==> src/design/scf_pkg.sv <==
// Package for the sliding cubic fit velocity block: widths, register map and tap generation.
`timescale 1ns / 1ps

package scf_pkg;

    localparam int SAMPLE_W        = 32;
    localparam int POS_W           = 48;
    localparam int VEL_W           = 64;
    localparam int POS_FRAC_BITS   = 16;
    localparam int RATE_W          = 32;
    localparam int PDATA_W         = 32;
    localparam int PADDR_W         = 1;
    // Integer bits (with sign) that every quantized tap needs.
    localparam int TAP_INT_BITS    = 4;

    localparam logic [PADDR_W-1:0] REG_SAMPLE_RATE = 1'b0;
    localparam logic [RATE_W-1:0]  SAMPLE_RATE_RST = 32'd6553600;

    typedef logic signed [SAMPLE_W-1:0] t_sample;
    typedef logic signed [POS_W-1:0]    t_pos;
    typedef logic signed [VEL_W-1:0]    t_vel;
    typedef logic [RATE_W-1:0]          t_rate;

    // num/den rounded to f fraction bits, to nearest, ties away from zero.
    // Built as a shift-subtract long division; only evaluated at elaboration.
    function automatic longint round_frac(longint num, longint den, int f);
        longint unsigned m;
        longint unsigned d;
        longint unsigned q;
        longint unsigned r;
        bit              neg;
        int              k;
        if (den <= 0) begin
            return 0;
        end
        neg = (num < 0);
        m   = neg ? longint'(64'd0 - num) : num;
        d   = den;
        q   = 0;
        r   = 0;
        for (k = 63; k >= 0; k--) begin
            r = (r << 1) | longint'(m[k]);
            q = q << 1;
            if (r >= d) begin
                r = r - d;
                q = q | 64'd1;
            end
        end
        for (k = 0; k < f; k++) begin
            q = q << 1;
            r = r << 1;
            if (r >= d) begin
                r = r - d;
                q = q + 64'd1;
            end
        end
        if (r >= d - r) begin
            q = q + 64'd1;
        end
        return neg ? -longint'(q) : longint'(q);
    endfunction

    // Tap for window slot i (0 = oldest) of an n-sample cubic fit, position or velocity.
    function automatic longint fit_tap(int n, int f, int i, bit vel);
        longint s0;
        longint s2;
        longint s4;
        longint s6;
        longint d_even;
        longint d_odd;
        longint uu;
        longint u;
        longint u2;
        longint u3;
        longint ev0;
        longint ev2;
        longint od1;
        longint od3;
        int     j;
        s0 = 0;
        s2 = 0;
        s4 = 0;
        s6 = 0;
        uu = n - 1;
        for (j = 0; j < n; j++) begin
            u  = 2 * longint'(j) - (n - 1);
            u2 = u * u;
            s0 = s0 + 1;
            s2 = s2 + u2;
            s4 = s4 + u2 * u2;
            s6 = s6 + u2 * u2 * u2;
        end
        d_even = s0 * s4 - s2 * s2;
        d_odd  = s2 * s6 - s4 * s4;
        u   = 2 * longint'(i) - (n - 1);
        u2  = u * u;
        u3  = u2 * u;
        ev0 = s4 - s2 * u2;
        ev2 = s0 * u2 - s2;
        od1 = s6 * u - s4 * u3;
        od3 = s2 * u3 - s4 * u;
        if (vel) begin
            return round_frac(4 * uu * ev2, d_even, f)
                 + round_frac(2 * od1 + 6 * uu * uu * od3, d_odd, f);
        end
        return round_frac(ev0 + uu * uu * ev2, d_even, f)
             + round_frac(uu * od1 + uu * uu * uu * od3, d_odd, f);
    endfunction

endpackage

==> src/design/scf_cell.sv <==
// One tap cell of the transposed FIR chain: multiplies the sample and adds its neighbor's sum.
`timescale 1ns / 1ps

module scf_cell #(
    parameter int                      TAP_W   = 28,
    parameter int                      ACC_W   = 64,
    parameter logic signed [TAP_W-1:0] POS_TAP = '0,
    parameter logic signed [TAP_W-1:0] VEL_TAP = '0
) (
    input  logic                    i_clk,
    input  logic                    i_rst_n,
    input  logic                    i_en,
    input  scf_pkg::t_sample        i_sample,
    input  logic signed [ACC_W-1:0] i_pos_sum,
    input  logic signed [ACC_W-1:0] i_vel_sum,
    output logic signed [ACC_W-1:0] o_pos_sum,
    output logic signed [ACC_W-1:0] o_vel_sum
);

    localparam int MUL_W = TAP_W + scf_pkg::SAMPLE_W;

    logic signed [MUL_W-1:0] w_pos_mul;
    logic signed [MUL_W-1:0] w_vel_mul;
    logic signed [ACC_W-1:0] r_pos_sum;
    logic signed [ACC_W-1:0] r_vel_sum;
    logic signed [ACC_W-1:0] n_pos_sum;
    logic signed [ACC_W-1:0] n_vel_sum;

    assign w_pos_mul = POS_TAP * i_sample;
    assign w_vel_mul = VEL_TAP * i_sample;
    assign n_pos_sum = {{(ACC_W-MUL_W){w_pos_mul[MUL_W-1]}}, w_pos_mul} + i_pos_sum;
    assign n_vel_sum = {{(ACC_W-MUL_W){w_vel_mul[MUL_W-1]}}, w_vel_mul} + i_vel_sum;

    // The partial sums stand for the window contents, so they clear with it.
    always_ff @(posedge i_clk) begin
        if (!i_rst_n) begin
            r_pos_sum <= '0;
            r_vel_sum <= '0;
        end else if (i_en) begin
            r_pos_sum <= n_pos_sum;
            r_vel_sum <= n_vel_sum;
        end
    end

    assign o_pos_sum = r_pos_sum;
    assign o_vel_sum = r_vel_sum;

endmodule

==> config.mk <==
export PLATFORM = sky130hd
export DESIGN_NAME = scf_cell
export DESIGN_NICKNAME = d
export VERILOG_FILES = /design/src/design/scf_pkg.sv /design/src/design/scf_cell.sv
export SDC_FILE = /design/constraint.sdc
export NUM_CORES = 1
export LEC_CHECK = 0
export BUFFER_PORTS_ARGS = -buffer_cell sky130_fd_sc_hd__buf_2
export CAP_MARGIN = 0
export CORE_UTILIZATION = 30
export CTS_CLUSTER_DIAMETER = 150
export DETAILED_ROUTE_END_ITERATION = 8
export GPL_ROUTABILITY_DRIVEN = 1
export MAX_ROUTING_LAYER = met4
export REMOVE_ABC_BUFFERS = 1
export SLEW_MARGIN = 20
export SYNTH_ARGS = -nofsm -noshare
export SYNTH_HDL_FRONTEND = slang
export SYNTH_SLANG_ARGS = --single-unit
==> constraint.sdc <==
create_clock -name i_clk -period 0.8 [get_ports i_clk]
set_input_delay 0.08 -clock i_clk [delete_from_list [all_inputs] [get_ports i_clk]]
set_output_delay 0.08 -clock i_clk [all_outputs]
set_load 0.01 [all_outputs]
-- Word level (Yosys, flattened, before mapping)
Cells that the tools add are included.
- output and inout port bits: 128
- input port bits: 163
- flip-flop bits (word level): 128

-- Depth between registers and ports, before layout
Gate-level depths: netlist of the first run.
- word-level depth: 0
- mapped depth: 4
- gate-level depth less buffers: 2

-- Least setup slack after synthesis of the first run
Ideal clock, no wire load.
- path kind: input-to-reg
- start point: in i_rst_n
- end point: reg r_pos_sum[10] (netlist: o_pos_sum[10])
- cell stages on the path: 3
- path buffers: 2
- path slack: 77 ps
- data arrival time: 658 ps
- cells stage by stage: clkbuf_1 -> clkbuf_1 -> nor2b_1
- RTL lines (what ; line ; RTL):
    start: declaration ; scf_cell.sv:11 ; input logic i_rst_n,
    end signal: assignment ; scf_cell.sv:40 ; r_pos_sum <= n_pos_sum;
    end: declaration ; scf_cell.sv:24 ; logic signed [ACC_W-1:0] r_pos_sum;
No word-level cell between the ends.

-- Final worst setup path of the first run
- start point: reg r_pos_sum[63] (netlist: o_pos_sum[63])
- end point: out o_pos_sum[63]
- RTL lines (what ; line ; RTL):
    end: declaration ; scf_cell.sv:16 ; output logic signed [ACC_W-1:0] o_pos_sum,
No word-level cell between the ends.

==> results by group, run 1 <==
Power and ir drop
  • Leak Pwr: 0.00437 uW
  • Comb pwr share: 16.6%
  • P per Cell Area: 1930 nW/um^2
  • Worst-case vdd ir drop: 0.00132 V
  • Sw frac: 23.3%
  • Int Power: 13900 uW
  • P_sw: 4220 uW
  • Sequential Power Share: 39.4%
  • Clock Power Share: 44.0%

STA
  • Period minus WS final: 0.956 ns
  • Final setup TNS: -16.66 ns
  • Worst-Margin Slew: 0.218 ns
  • Fmax achieved: 1050 MHz
  • Final worst setup slack: -0.156 ns
  • Finish-stage setup viols: 131
  • Max-slew headroom: 85.0%
  • Hold Fails Final Rpt: 0
  • Unrepaired setup endpoints after global routing: true
  • Final period util: 119%
  • Final clock skew: 0 ns
  • Pins Over Slew Limit: 0

Setup path
  • Setup crit end: o_pos_sum[63]
  • CP peak stage delay: 0.35 ns
  • Crit Reg-Reg Endpoint: o_vel_sum[3]
  • Worst setup path startpoint: o_pos_sum[63]
  • Crit Path Category: reg2out
  • Buf+Inv Stages, Crit Path: 1
  • CP startpoint kind: flip-flop
  • CP Cell Sequence: buf_6
  • Critical path depth: 1
  • WP data arrival: 0.88 ns
  • CP max FO: 2
  • Critical Path End Type: output port
  • Worst path top cell family by delay: flip-flops
  • Data required, critical path: 0.72 ns
  • Slowest-stage cell, CP: dfxtp_2
  • R2R cell count: 3
  • Reg-to-reg slack, setup: -0.04 ns
  • Worst reg2reg startpoint: o_vel_sum[3]

Routing
  • Final WL: 16.5 mm
  • Final ANT Viol Nets: 0
  • First drt pass iteration count: 4
  • Vias: 4523
  • 1st-iter DRT viols: 109
  • Drt wl/cell: 15.7 um
  • DRC viols: 0
  • Vias per inst: 4.31

Finish
  • Fill count: 1272
  • Reg area: 2720 sq um
  • Layout cells sized above 1: 53.9%
  • Layout area overhead: 88.7%
  • Final net count: 983
  • Multi-input logic area: 2090 sq um
  • Final Cell Area: 9380 sq um
  • Finished Layout Cells: 1050

Clock tree
  • Clk sink count: 128
  • CTS Buf Count: 17
  • Clock slew seen by the registers of the worst setup and hold paths: 0.06 ns
  • H-Tree Depth: 4
  • Worst-skew pair later-pin latency: 0.41 ns
  • Root Buffer: clkbuf_16
  • TritonCTS clock tree: done
  • Max clock buf depth: 2

Global route
  • First-pass GRT wire length: 23.4 mm
  • Vias in the first global route: 4800
  • GRT Total Usage: 18.7%
  • M2 GR Usage: 34.9%
  • Largest net degree at the start of global routing: 67
  • Met3 Use GR: 5.05%
  • Grt met1 use: 17.5%
  • Antenna violations before repair: 0
  • Grt ovf: 0
  • Busiest grt layer: met2

Run status
  • Violated checks: setup timing
  • Outcome: finished, violations left

Yosys
  • Register area share after synthesis: 51.6%
  • Mapped Cells: 412
  • Post-synthesis cell type count: 6
  • Post-synthesis instance area: 4970 sq um
  • Syn Area/Cell: 12.1 sq um
  • Register bit total from synthesis: 128
  • Yosys warnings: 0

Min path
  • Worst Hold Class: in2reg

Floorplan
  • Die Area: 17100 sq um
  • Initial Util: 31.1%
  • Io pins: 291
  • Die width: 131 um
  • FP Rows: 46
  • Core ar.: 16000 sq um
  • Die H: 131 um

Placement
  • Hpwl dp: 8.78 mm
  • RePlAce Congestion: 0.707
  • Placed insts: 871
  • DP Area: 6360 sq um
  • PortBufs: 258
  • Place WS: -0.165 ns

Run
  • Max cap viols: 0
==> synth_stat cells, drive strengths merged <==
master / instances / share of area (%)
buf: 14 / 5.5
clkbuf: 14 / 1.1
dfxtp: 128 / 52
mux2i: 128 / 26
nor2b: 128 / 16
==> cell families after synthesis <==
kind of cell,after synthesis,synth area share (%)
multiplexers,128,25.8
AND/OR/NAND/NOR,128,16.1
flip-flops,128,51.6
buffers and inverters,28,6.52
==> how the worst min path moves through the flow <==
| stage | from | endpoint | slack, ns | cells past startpoint |
|---|---|---|---|---|
| after floorplan | i_rst_n | o_pos_sum[0] | 0.21 | 1 |
| after global routing | i_en | o_pos_sum[62] | 0.07 | 3 |
| after detailed placement | i_pos_sum[47] | o_pos_sum[47] | 0.34 | 3 |
| after global placement | i_vel_sum[60] | o_vel_sum[60] | 0.34 | 3 |
| final | i_en | o_pos_sum[62] | 0.08 | 3 |
| after CTS | i_en | o_pos_sum[62] | 0.07 | 3 |
==> tightest hold or removal path: stages <==
cell	delay, ns
buf_6	0.14
mux2i_1	0.15
nor2b_1	0.06
==> cell type report <==
cell class,count,area share (%)
clock inverters,9,1.40
repair buffers,417,39.2
well taps,216,2.88
flip-flops and latches,128,29.0
clock buffers,23,5.10
diodes,1,0.0267
multi-input cells,256,22.3
==> metrics by stage <==
step                power, uW  hold slack (ns)  util [%]
floorplan                7890            0.208         -
global placement         8940            0.335      39.7
detailed placement       9000            0.344      39.7
CTS                     18100           0.0680      57.8
global route            18800           0.0715      58.6
finish                  18100           0.0756      58.6
==> sequential cells by signal, summed over array words and instances, names as in the netlist <==
signal / flops
o_pos_sum: 64
o_vel_sum: 64
==> per-layer routing <==
| layer | vias up | wire length (um) | share of wire, % |
|---|---|---|---|
| met3 | 39 | 1090 | 6.6 |
| met2 | 194 | 8870 | 54 |
| li1 | 2179 | - | - |
| met5 | - | 0 | 0 |
| met4 | 0 | 505 | 3.1 |
| met1 | 2111 | 6020 | 37 |
==> repair_timing <==
item                       in CTS  in global routing
hold endpoints to repair      128                  0
gates resized for setup       256                  7
setup endpoints to repair     128                131
hold buffers                  128                  0
buffers inserted                4                 15
==> power by group through the flow <==
stage | clock network (uW) | logic (uW) | registers (uW)
6_report | 7960 | 3010 | 7140
5_1_grt | 8430 | 3220 | 7170
4_1_cts | 8100 | 2850 | 7120
3_5_place_dp | 0 | 1930 | 7080
3_3_place_gp | 0 | 1880 | 7060
2_1_floorplan | 0 | 635 | 7260
==> cell usage in the layout (no fill, tap or decap), drive strengths merged <==
master / instances
buf: 289
bufinv: 3
clkbuf: 23
clkinv: 3
clkinvlp: 3
dfxtp: 128
diode: 1
dlygate4sd3: 128
mux2i: 128
nor2b: 128
Power figures use the tool's default switching activity.
==> run 2, diff against run 1 <==
--- a/config.mk
+++ b/config.mk
@@ -13,6 +13,7 @@
 export GPL_ROUTABILITY_DRIVEN = 1
 export MAX_ROUTING_LAYER = met4
 export REMOVE_ABC_BUFFERS = 1
+export SETUP_SLACK_MARGIN = 0.5
 export SLEW_MARGIN = 20
 export SYNTH_ARGS = -nofsm -noshare
 export SYNTH_HDL_FRONTEND = slang
==> results by group, run 2 (synthesis gave the netlist of run 1 again) <==
Clock tree
  • CTS Buf Count: 17
  • Root Buffer: clkbuf_16
  • TritonCTS clock tree: done
  • H-Tree Depth: 4
  • Clk sink count: 128
  • Clock slew seen by the registers of the worst setup and hold paths: 0.06 ns
  • Max clock buf depth: 2
  • Worst-skew pair later-pin latency: 0.41 ns

Global route
  • Vias in the first global route: 3900
  • Largest net degree at the start of global routing: 67
  • First-pass GRT wire length: 18.7 mm
  • Antenna violations before repair: 0
  • GRT Total Usage: 14.8%
  • Grt ovf: 0

Setup path
  • Buf+Inv Stages, Crit Path: 1
  • CP max FO: 2
  • Critical Path End Type: output port
  • CP Cell Sequence: buf_6
  • Worst setup path startpoint: o_pos_sum[43]
  • R2R cell count: 4
  • CP startpoint kind: flip-flop
  • WP data arrival: 0.87 ns
  • Data required, critical path: 0.72 ns
  • Crit Reg-Reg Endpoint: o_pos_sum[43]
  • CP peak stage delay: 0.35 ns
  • Worst reg2reg startpoint: o_pos_sum[43]
  • Crit Path Category: reg2out
  • Slowest-stage cell, CP: dfxtp_2
  • Critical path depth: 1
  • Worst path top cell family by delay: flip-flops
  • Reg-to-reg slack, setup: -0.06 ns

STA
  • Pins Over Slew Limit: 0
  • Period minus WS final: 0.952 ns
  • Final setup TNS: -15.96 ns
  • Worst hold slack: -0.0781 ns
  • Hold Fails Final Rpt: 126
  • Final period util: 119%
  • Finish-stage setup viols: 129
  • Worst-Margin Slew: 0.229 ns
  • Max-slew headroom: 84.7%
  • Final clock skew: 0 ns
  • Final worst setup slack: -0.152 ns
  • Unrepaired setup endpoints after global routing: true
  • Fmax achieved: 1050 MHz

Floorplan
  • FP Rows: 46
  • Io pins: 291
  • Die H: 131 um
  • Die width: 131 um
  • Core ar.: 16000 sq um
  • Die Area: 17100 sq um
  • Initial Util: 31.1%

Min path
  • Worst Hold Class: in2reg
  • Min-Delay Endpoint: o_pos_sum[38]
  • Min-Delay Startpoint: i_pos_sum[38]
  • Worst Hold Depth: 3

Placement
  • Place WS: -0.165 ns
  • Hpwl dp: 8.78 mm
  • PortBufs: 258
  • RePlAce Congestion: 0.707

Finish
  • Reg area: 2720 sq um
  • Layout area overhead: 61.0%
  • Fill count: 1477
  • Final net count: 843
  • Multi-input logic area: 2080 sq um
  • Layout cells sized above 1: 62.6%
  • Leading cell type in the layout, fill and taps excluded: buf_6
  • Commonest non-fill, non-tap cells in the layout: buf_6, buf_2, mux2i_1, nor2b_1, dfxtp_2
  • N_diodes: 0

Routing
  • First drt pass iteration count: 3
  • Final ANT Viol Nets: 0
  • Vias: 3847
  • Drt wl/cell: 13.9 um
  • Final WL: 12.7 mm
  • Vias per inst: 4.23
  • DRC viols: 0
  • 1st-iter DRT viols: 86

Run
  • Max cap viols: 0

Power and ir drop
  • Worst-case vdd ir drop: 0.00131 V
  • Leak Pwr: 0.00378 uW
  • P per Cell Area: 2170 nW/um^2
  • Final Total Pwr: 17400 uW

Run status
  • Violated checks: hold timing, setup timing
  • Outcome: finished, violations left
-- run 2: worst max path at each step --
stage | end | slack (ns)
6_report | o_pos_sum[43] | -0.15
5_1_grt | o_pos_sum[43] | -0.19
4_1_cts | o_pos_sum[14] | -0.16
3_5_place_dp | o_vel_sum[14] | -0.17
3_3_place_gp | o_vel_sum[8] | -0.11
2_1_floorplan | o_pos_sum[0] | 0.20
-- run 2: what timing repair did --
action                     CTS  global route
hold endpoints to repair   128           123
pin swaps                    0             0
gates resized for setup    260             2
setup endpoints to repair  256           256
buffers inserted             4             2
-- run 2: metrics by stage --
stage               instance area, sq um  std cells  utilization (%)
floorplan                           4640        384                -
CTS                                 7980        907             49.8
detailed placement                  6360        871             39.7
global route                        8000        909             50.0
finish                              8000        909             50.0
global placement                    6360        871             39.7
-- run 2: power breakdown --
| part | switching [uW] | internal [uW] | total (uW) | leakage, uW |
|---|---|---|---|---|
| Combinational | 920 | 1450 | 2370 | 0.00239 |
| Clock | 2750 | 5140 | 7890 | 0.000289 |
| Sequential | 278 | 6850 | 7120 | 0.00110 |
| Total | 3950 | 13400 | 17400 | 0.00378 |
-- run 2: routing by layer --
metal / up-vias / global-route usage [%] / wire length [um] / part of all wire [%]
li1: 1899 / - / - / -
met1: 1764 / 14.9 / 5010 / 40
met2: 161 / 26.1 / 6520 / 51
met3: 23 / 4.64 / 878 / 6.9
met4: 0 / 7.17 / 265 / 2.1
met5: - / - / 0 / 0
-- run 2: layout make-up --
cell class                      instances  share of cell area (%)
Multi-Input combinational cell        256                    26.0
Tap cell                              216                    3.38
Sequential cell                       128                    34.0
Clock inverter                          9                    1.64
Timing Repair Buffer                  277                    28.9
Clock buffer                           23                    5.98
